[config.mk]
export PLATFORM = sky130hd
export DESIGN_NAME = cpu_alu_shift_add_compare_flat
export DESIGN_NICKNAME = d
export VERILOG_FILES = /design/src/hdl/csac_pkg.sv /design/src/hdl/csac_if.sv /design/src/hdl/csac_core.sv /design/src/hdl/cpu_alu_shift_add_compare.sv /design/src/flat_wrapper.sv
export SDC_FILE = /design/constraint.sdc
export NUM_CORES = 1
export LEC_CHECK = 0
export ABC_AREA = 0
export BUFFER_PORTS_ARGS = -buffer_cell sky130_fd_sc_hd__buf_2
export CORE_MARGIN = 2
export CORE_UTILIZATION = 58
export CTS_CLUSTER_SIZE = 8
export DETAILED_ROUTE_END_ITERATION = 6
export PLACE_DENSITY = 0.89
export SYNTH_ARGS = -nofsm -noshare
export SYNTH_HDL_FRONTEND = slang
export SYNTH_SLANG_ARGS = --single-unit
[constraint.sdc]
create_clock -name clk_i -period 9.2 [get_ports clk_i]
set_clock_uncertainty 0.15 [all_clocks]
set_input_delay 0.92 -clock clk_i [delete_from_list [all_inputs] [get_ports clk_i]]
set_output_delay 0.92 -clock clk_i [all_outputs]
set_load 0.01 [all_outputs]
[src/hdl/csac_pkg.sv]
// Package: operation codes, beat payload types and BCD constants of the 6502-class ALU.
package csac_pkg;

  typedef enum logic [2:0] {
    OP_ASL = 3'd0,
    OP_LSR = 3'd1,
    OP_ROL = 3'd2,
    OP_ROR = 3'd3,
    OP_ADC = 3'd4,
    OP_SBC = 3'd5,
    OP_CMP = 3'd6
  } alu_op_e;

  localparam int unsigned DataW = 8;

  // BCD correction constants
  localparam logic [5:0] BcdLoMax = 6'h09;
  localparam logic [5:0] BcdLoAdj = 6'h06;
  localparam logic [9:0] BcdHiMax = 10'h09F;
  localparam logic [9:0] BcdHiAdj = 10'h060;
  localparam logic [3:0] BcdNibAdj = 4'h6;

  typedef struct packed {
    logic [2:0]       command;
    logic [DataW-1:0] register_value;
    logic [DataW-1:0] operand;
    logic             carry_in;
    logic             decimal_mode;
    logic             overflow_in;
  } alu_req_t;

  typedef struct packed {
    logic [DataW-1:0] result;
    logic             negative_flag;
    logic             zero_flag;
    logic             carry_flag;
    logic             overflow_flag;
  } alu_rsp_t;

endpackage

[src/hdl/csac_if.sv]
// Interfaces: request and response channels of the ALU with valid/ready handshake.
interface csac_req_if;
  logic       valid;
  logic       ready;
  logic [2:0] command;
  logic [7:0] register_value;
  logic [7:0] operand;
  logic       carry_in;
  logic       decimal_mode;
  logic       overflow_in;

  modport source (
    output valid, command, register_value, operand, carry_in, decimal_mode, overflow_in,
    input  ready
  );
  modport sink (
    input  valid, command, register_value, operand, carry_in, decimal_mode, overflow_in,
    output ready
  );
endinterface

interface csac_rsp_if;
  logic       valid;
  logic       ready;
  logic [7:0] result;
  logic       negative_flag;
  logic       zero_flag;
  logic       carry_flag;
  logic       overflow_flag;

  modport source (
    output valid, result, negative_flag, zero_flag, carry_flag, overflow_flag,
    input  ready
  );
  modport sink (
    input  valid, result, negative_flag, zero_flag, carry_flag, overflow_flag,
    output ready
  );
endinterface

[src/hdl/csac_core.sv]
// ALU datapath: shifts, rotates, binary/BCD add and subtract, compare.
module csac_core (
  input  csac_pkg::alu_req_t req_i,
  output csac_pkg::alu_rsp_t rsp_o
);
  import csac_pkg::*;

  logic [7:0] a, m;
  logic [8:0] bin_sum;
  logic [7:0] addend;
  logic       bin_v;
  logic [5:0] adc_lo;
  logic [9:0] adc_s;
  logic [9:0] sbc_lo;
  logic [9:0] sbc_s;
  logic [8:0] cmp_diff;
  logic [7:0] res;
  logic [7:0] nz_src;
  logic       c_out;
  logic       v_out;

  assign a = req_i.register_value;
  assign m = req_i.operand;

  // SBC adds the inverted operand
  assign addend  = (req_i.command == OP_SBC) ? ~m : m;
  assign bin_sum = {1'b0, a} + {1'b0, addend} + {8'd0, req_i.carry_in};
  assign bin_v   = (a[7] ^ bin_sum[7]) & (addend[7] ^ bin_sum[7]);

  // decimal ADC
  always_comb begin
    adc_lo = {2'b00, a[3:0]} + {2'b00, m[3:0]} + {5'd0, req_i.carry_in};
    if (adc_lo > BcdLoMax) begin
      adc_lo = adc_lo + BcdLoAdj;
    end
    adc_s = {2'b00, a[7:4], 4'h0} + {2'b00, m[7:4], 4'h0} + {4'd0, adc_lo};
    if (adc_s > BcdHiMax) begin
      adc_s = adc_s + BcdHiAdj;
    end
  end

  // decimal SBC, two's complement in 10 bits
  always_comb begin
    sbc_lo = {6'd0, a[3:0]} - {6'd0, m[3:0]} + {9'd0, req_i.carry_in} - 10'd1;
    if (sbc_lo[9]) begin
      sbc_lo = {6'h3F, sbc_lo[3:0] - BcdNibAdj};
    end
    sbc_s = {2'b00, a[7:4], 4'h0} - {2'b00, m[7:4], 4'h0} + sbc_lo;
    if (sbc_s[9]) begin
      sbc_s = sbc_s - BcdHiAdj;
    end
  end

  assign cmp_diff = {1'b0, a} - {1'b0, m};

  always_comb begin
    res    = m;
    nz_src = m;
    c_out  = req_i.carry_in;
    v_out  = req_i.overflow_in;
    case (req_i.command)
      OP_ASL: begin
        res   = {m[6:0], 1'b0};
        c_out = m[7];
      end
      OP_LSR: begin
        res   = {1'b0, m[7:1]};
        c_out = m[0];
      end
      OP_ROL: begin
        res   = {m[6:0], req_i.carry_in};
        c_out = m[7];
      end
      OP_ROR: begin
        res   = {req_i.carry_in, m[7:1]};
        c_out = m[0];
      end
      OP_ADC: begin
        v_out = bin_v;
        if (req_i.decimal_mode) begin
          res   = adc_s[7:0];
          c_out = |adc_s[9:8];
        end else begin
          res   = bin_sum[7:0];
          c_out = bin_sum[8];
        end
      end
      OP_SBC: begin
        v_out = bin_v;
        c_out = bin_sum[8];
        res   = req_i.decimal_mode ? sbc_s[7:0] : bin_sum[7:0];
      end
      OP_CMP: begin
        res   = a;
        c_out = ~cmp_diff[8];
      end
      default: begin
        res = m;
      end
    endcase
    // flags follow the difference for CMP, the result otherwise
    nz_src = (req_i.command == OP_CMP) ? cmp_diff[7:0] : res;
  end

  assign rsp_o.result        = res;
  assign rsp_o.negative_flag = nz_src[7];
  assign rsp_o.zero_flag     = (nz_src == 8'd0);
  assign rsp_o.carry_flag    = c_out;
  assign rsp_o.overflow_flag = v_out;

endmodule

[src/hdl/cpu_alu_shift_add_compare.sv]
// Top level: 6502-class ALU with an input register, datapath and result register.
// Every operation (ASL, LSR, ROL, ROR, ADC, SBC with BCD correction, CMP) is
// combinational in the datapath between the input register and the result register,
// so a beat is accepted in every cycle while the request side does not stall, and each
// request passes through the input register and then the result register. A stalled
// result beat holds the result stage, and once the input stage is also full the request
// side stalls. The two register stages advance independently, so a waiting result does
// not block a new request while the input stage is free.
module cpu_alu_shift_add_compare (
  input logic        clk_i,
  input logic        rst_ni,
  csac_req_if.sink   in_i,
  csac_rsp_if.source out_o
);
  import csac_pkg::*;

  alu_req_t req_d, req_q;
  alu_rsp_t rsp_d, rsp_q;
  logic     in_valid_q;
  logic     out_valid_q;
  logic     s1_ready;
  logic     s2_ready;

  assign s2_ready = ~out_valid_q | out_o.ready;
  assign s1_ready = ~in_valid_q | s2_ready;
  assign in_i.ready = s1_ready;

  assign req_d.command        = in_i.command;
  assign req_d.register_value = in_i.register_value;
  assign req_d.operand        = in_i.operand;
  assign req_d.carry_in       = in_i.carry_in;
  assign req_d.decimal_mode   = in_i.decimal_mode;
  assign req_d.overflow_in    = in_i.overflow_in;

  csac_core u_core (
    .req_i (req_q),
    .rsp_o (rsp_d)
  );

  always_ff @(posedge clk_i or negedge rst_ni) begin
    if (!rst_ni) begin
      in_valid_q  <= 1'b0;
      out_valid_q <= 1'b0;
    end else begin
      if (s1_ready) begin
        in_valid_q <= in_i.valid;
      end
      if (s2_ready) begin
        out_valid_q <= in_valid_q;
      end
    end
  end

  always_ff @(posedge clk_i) begin
    if (s1_ready && in_i.valid) begin
      req_q <= req_d;
    end
    if (s2_ready && in_valid_q) begin
      rsp_q <= rsp_d;
    end
  end

  assign out_o.valid         = out_valid_q;
  assign out_o.result        = rsp_q.result;
  assign out_o.negative_flag = rsp_q.negative_flag;
  assign out_o.zero_flag     = rsp_q.zero_flag;
  assign out_o.carry_flag    = rsp_q.carry_flag;
  assign out_o.overflow_flag = rsp_q.overflow_flag;

  a_accept_loads : assert property (@(posedge clk_i) disable iff (!rst_ni)
    in_i.valid && in_i.ready |=> in_valid_q)
    else $error("accepted beat not held in input stage");

  a_stall_holds : assert property (@(posedge clk_i) disable iff (!rst_ni)
    in_valid_q && !s2_ready |=> in_valid_q && $stable(req_q))
    else $error("input stage lost a beat while stalled");

  a_advance : assert property (@(posedge clk_i) disable iff (!rst_ni)
    in_valid_q && s2_ready |=> out_valid_q)
    else $error("advanced beat missing from result stage");

  a_out_source : assert property (@(posedge clk_i) disable iff (!rst_ni)
    $rose(out_valid_q) |-> $past(in_valid_q))
    else $error("result beat without a request");

endmodule

[src/flat_wrapper.sv]
// flat-port wrapper written by rule: the top's interface ports become plain ports
module cpu_alu_shift_add_compare_flat import csac_pkg::*;
  (clk_i, rst_ni, in_i_valid, in_i_command, in_i_register_value, in_i_operand, in_i_carry_in, in_i_decimal_mode, in_i_overflow_in, in_i_ready, out_o_valid, out_o_result, out_o_negative_flag, out_o_zero_flag, out_o_carry_flag, out_o_overflow_flag, out_o_ready);
  csac_req_if in_i_i ();
  csac_rsp_if out_o_i ();
  input logic clk_i;
  input logic rst_ni;
  input wire logic [$bits(in_i_i.valid)-1:0] in_i_valid;
  input wire logic [$bits(in_i_i.command)-1:0] in_i_command;
  input wire logic [$bits(in_i_i.register_value)-1:0] in_i_register_value;
  input wire logic [$bits(in_i_i.operand)-1:0] in_i_operand;
  input wire logic [$bits(in_i_i.carry_in)-1:0] in_i_carry_in;
  input wire logic [$bits(in_i_i.decimal_mode)-1:0] in_i_decimal_mode;
  input wire logic [$bits(in_i_i.overflow_in)-1:0] in_i_overflow_in;
  output wire logic [$bits(in_i_i.ready)-1:0] in_i_ready;
  output wire logic [$bits(out_o_i.valid)-1:0] out_o_valid;
  output wire logic [$bits(out_o_i.result)-1:0] out_o_result;
  output wire logic [$bits(out_o_i.negative_flag)-1:0] out_o_negative_flag;
  output wire logic [$bits(out_o_i.zero_flag)-1:0] out_o_zero_flag;
  output wire logic [$bits(out_o_i.carry_flag)-1:0] out_o_carry_flag;
  output wire logic [$bits(out_o_i.overflow_flag)-1:0] out_o_overflow_flag;
  input wire logic [$bits(out_o_i.ready)-1:0] out_o_ready;
  assign in_i_i.valid = in_i_valid;
  assign in_i_i.command = in_i_command;
  assign in_i_i.register_value = in_i_register_value;
  assign in_i_i.operand = in_i_operand;
  assign in_i_i.carry_in = in_i_carry_in;
  assign in_i_i.decimal_mode = in_i_decimal_mode;
  assign in_i_i.overflow_in = in_i_overflow_in;
  assign in_i_ready = in_i_i.ready;
  assign out_o_valid = out_o_i.valid;
  assign out_o_result = out_o_i.result;
  assign out_o_negative_flag = out_o_i.negative_flag;
  assign out_o_zero_flag = out_o_i.zero_flag;
  assign out_o_carry_flag = out_o_i.carry_flag;
  assign out_o_overflow_flag = out_o_i.overflow_flag;
  assign out_o_i.ready = out_o_ready;
  cpu_alu_shift_add_compare u_core (.clk_i(clk_i), .rst_ni(rst_ni), .in_i(in_i_i), .out_o(out_o_i));
endmodule
==> results.tsv <==
stage	metric	value	unit
timing	Worst-Margin Slew	894	ps
logic_synthesis	synthesized flop and latch total	36	
finish	final core occ	0.653	
worst_setup_path	Critical Path AT	5980	ps
clock_network	CTS Buffer Depth	2	
routing	routed wl met2	4.21	mm
global_routing	largest net degree at the start of global routing	39	
routing	DRC Markers	0	
routing	met3 wire length	533	um
routing	DRT Pass-1 Iters	4	
timing	hold violation count in the final report	0	
hold_path	Hold Crit Class	in2async	
finish	P&R area growth vs syn	7.91	%
worst_setup_path	Worst Path Required	9200	ps
place	HPWL Detailed	6.78	mm
logic_synthesis	Syn. warnings	0	
clock_network	Post-CTS Resized	0	
routing	WL met1	3.46	mm
clock_network	H-tree depth	2	
floorplanning	CORE AREA	5960	um2
place	routability cong.	1.01	
worst_setup_path	FF-to-FF End	u_core.out_o.zero_flag	
timing	RSZ-0062 raised after global routing	no	
global_routing	first-pass GRT wire length	14.2	mm
logic_synthesis	Seq/Total Area, Yosys	0.297	
worst_setup_path	critical path cell sequence	inv_1 -> fa_1 -> inv_1 -> fa_1 -> xor2_1 -> ha_1 -> or3_1 -> fa_1 -> inv_1 -> ha_1 -> fa_1 -> nor3_1 -> a21oi_1 -> a221oi_2 -> nor2_1 -> o311a_1 -> o32a_1 -> nor2_1 -> or4b_1 -> a21oi_1	
worst_setup_path	critical path's slowest cell	fa_1	
logic_synthesis	Synth cell types	62	
logic_synthesis	Syn Nets	461	
logic_synthesis	Post-synth EDFFs	34	
power_and_ir_drop	clock power share	0.172	
global_routing	global-route usage over all layers	0.254	
timing	Worst Setup Slack, final	3220	ps
routing	drt via density	6.10	
timing	final setup TNS	0	ps
logic_synthesis	Mapped Area	3610	um2
job	max_cap viols	0	
power_and_ir_drop	Flop pwr share	0.334	
timing	crit share post-route	0.650	
run_status	status	finished clean	
routing	Top Metal Used	met4	
floorplanning	Initial Utilization	0.605	
finish	Final Net Count	496	
floorplanning	number of top-level pins	40	
floorplanning	Die Height	82.9	um
clock_network	CTS clk-pin slew, worst paths	80	ps
logic_synthesis	Cells after Synth	390	
worst_setup_path	delay-heaviest family, CP	adder cells	
finish	footprint of the multi-input gates	2300	um2
finish	Finished Layout Cells	501	
clock_network	CTS tree	done	
worst_setup_path	Crit path buffers/inverters	3	
routing	final WL	8.50	mm
finish	layout cell share with drive strength beyond 1	0.148	
worst_setup_path	crit-path max FO	5	
logic_synthesis	Async SR Flop Fraction	0.0556	
routing	DR vias	3055	
finish	register area	1070	um2
power_and_ir_drop	leakage power	1.66	nW
worst_setup_path	Setup crit end kind	flip-flop	
timing	final setup violation count	0	
worst_setup_path	Crit Path Class	reg2reg	
floorplanning	die width	82.9	um
timing	Slew Limit Headroom	0.404	
clock_network	hold buffer count at CTS	0	
power_and_ir_drop	total power divided by cell area	162	nW/um2
clock_network	later-pin clock latency in the skew report	290	ps
power_and_ir_drop	sw frac	0.393	
clock_network	Sinks on Clock Net	36	
worst_setup_path	most frequent CP cell	fa_1	
clock_network	postcts setup bufs	0	
timing	worst hold margin	251	ps
global_routing	initial antenna violation count	0	
logic_synthesis	average size of a mapped cell	9.25	um2
timing	minimum clock period	5980	ps
power_and_ir_drop	Comb pwr share	0.494	
worst_setup_path	worst r2r path cells	20	
timing	f_max	167	MHz
finish	fill cell count	479	
floorplanning	die footprint	6860	um2
worst_setup_path	CP Launch Type	flip-flop	
routing	1st-iter DRT viols	277	
global_routing	total grt overflow	0	
clock_network	Num CTS Buffers	5	
finish	n_diodes	0	
routing	Final ANT Viol Nets	0	
worst_setup_path	CP max stage delay	500	ps
power_and_ir_drop	P_sw	0.248	mW
place	port buffer count	39	
worst_setup_path	R2R Path Start	u_core.req_q[2]	
place	Inst Count DP	493	
power_and_ir_drop	Int Power	0.383	mW
routing	WL/cell	17.0	um
floorplanning	row cnt	28	
global_routing	vias in the first global route	3050	
clock_network	root buffer cell	clkbuf_8	
power_and_ir_drop	maximum vdd drop	0.130	mV
worst_setup_path	R2R setup slack	3220	ps
place	Post-Place Setup Slack	3300	ps
logic_synthesis	ys flop type	edfxtp_1	
timing	max-slew violations	0	
power by group through the flow:
stage | logic, mW | clock network (mW) | registers [mW]
floorplan | 0.240 | 0 | 0.212
CTS | 0.309 | 0.110 | 0.211
global route | 0.349 | 0.116 | 0.212
global placement | 0.294 | 0 | 0.213
detailed placement | 0.307 | 0 | 0.214
finish | 0.312 | 0.109 | 0.211
registers in the layout (all words and copies together) (netlist names):
signal                      count
u_core.in_valid_q               1
u_core.out_o.carry_flag         1
u_core.out_o.negative_flag      1
u_core.out_o.overflow_flag      1
u_core.out_o.result             8
u_core.out_o.valid              1
u_core.out_o.zero_flag          1
u_core.req_q                   22
worst max path at each step:
stage,depth (start not counted),startpoint,endpoint,slack [ps]
after floorplan,20,u_core.req_q[2],u_core.out_o.zero_flag,3880
after global placement,20,u_core.req_q[2],u_core.out_o.zero_flag,3600
after detailed placement,20,u_core.req_q[2],u_core.out_o.zero_flag,3300
after CTS,20,u_core.req_q[2],u_core.out_o.zero_flag,3270
after global routing,20,u_core.req_q[2],u_core.out_o.zero_flag,3000
final,20,u_core.req_q[2],u_core.out_o.zero_flag,3220
through the flow:
stage               area, um2  power, mW
finish                   3890      0.631
global route             3890      0.677
CTS                      3890      0.629
detailed placement       3810      0.521
global placement         3810      0.508
floorplan                3610      0.452
routing by layer:
layer	global-route usage	up-vias
li1	-	1473
met1	0.314	1447
met2	0.437	105
met3	0.0437	30
met4	0.107	0
met5	0	-
cells in the final DEF, fill, tap and decap left out, types with 7 or more instances in the layout:
cell	count
edfxtp_1	34
mux2i_1	8
o21ai_0	26
nand2_1	24
nor3_1	8
buf_2	39
ha_1	35
a21oi_1	31
fa_1	10
nand2b_1	9
nor2_1	31
xnor2_1	27
inv_1	34
nand3_1	7
cells by family after synthesis:
kind of cell / synth area share
compound gates: 0.198
xor+xnor: 0.0753
fa+ha+maj: 0.177
buf+inv: 0.0649
flops: 0.297
mux: 0.0316
simple gates: 0.156
synthesized netlist by cell type (4+ instances only):
master / instances / share of area
ha_1: 35 / 0.12
edfxtp_1: 34 / 0.28
inv_1: 34 / 0.035
a21oi_1: 31 / 0.043
nor2_1: 31 / 0.032
xnor2_1: 27 / 0.066
o21ai_0: 26 / 0.036
nand2_1: 24 / 0.025
fa_1: 10 / 0.056
nand2b_1: 9 / 0.016
mux2i_1: 8 / 0.022
nor3_1: 8 / 0.011
nand3_1: 7 / 0.0097
nor2b_1: 6 / 0.010
o21a_1: 6 / 0.012
a21o_1: 5 / 0.010
o22ai_1: 5 / 0.0087
a211oi_1: 4 / 0.0083
buf_2: 4 / 0.0056
or3_1: 4 / 0.0069
xor2_1: 4 / 0.0097
cell type report:
cell class              instances  share of cell area
multi-input cells             305               0.591
clock buffers                   6              0.0186
flip-flops and latches         36               0.275
inverters                      37              0.0357
repair buffers                 40              0.0521
clock inverters                 2             0.00289
well taps                      75              0.0241
No activity file was read; power rests on OpenSTA's default activity.
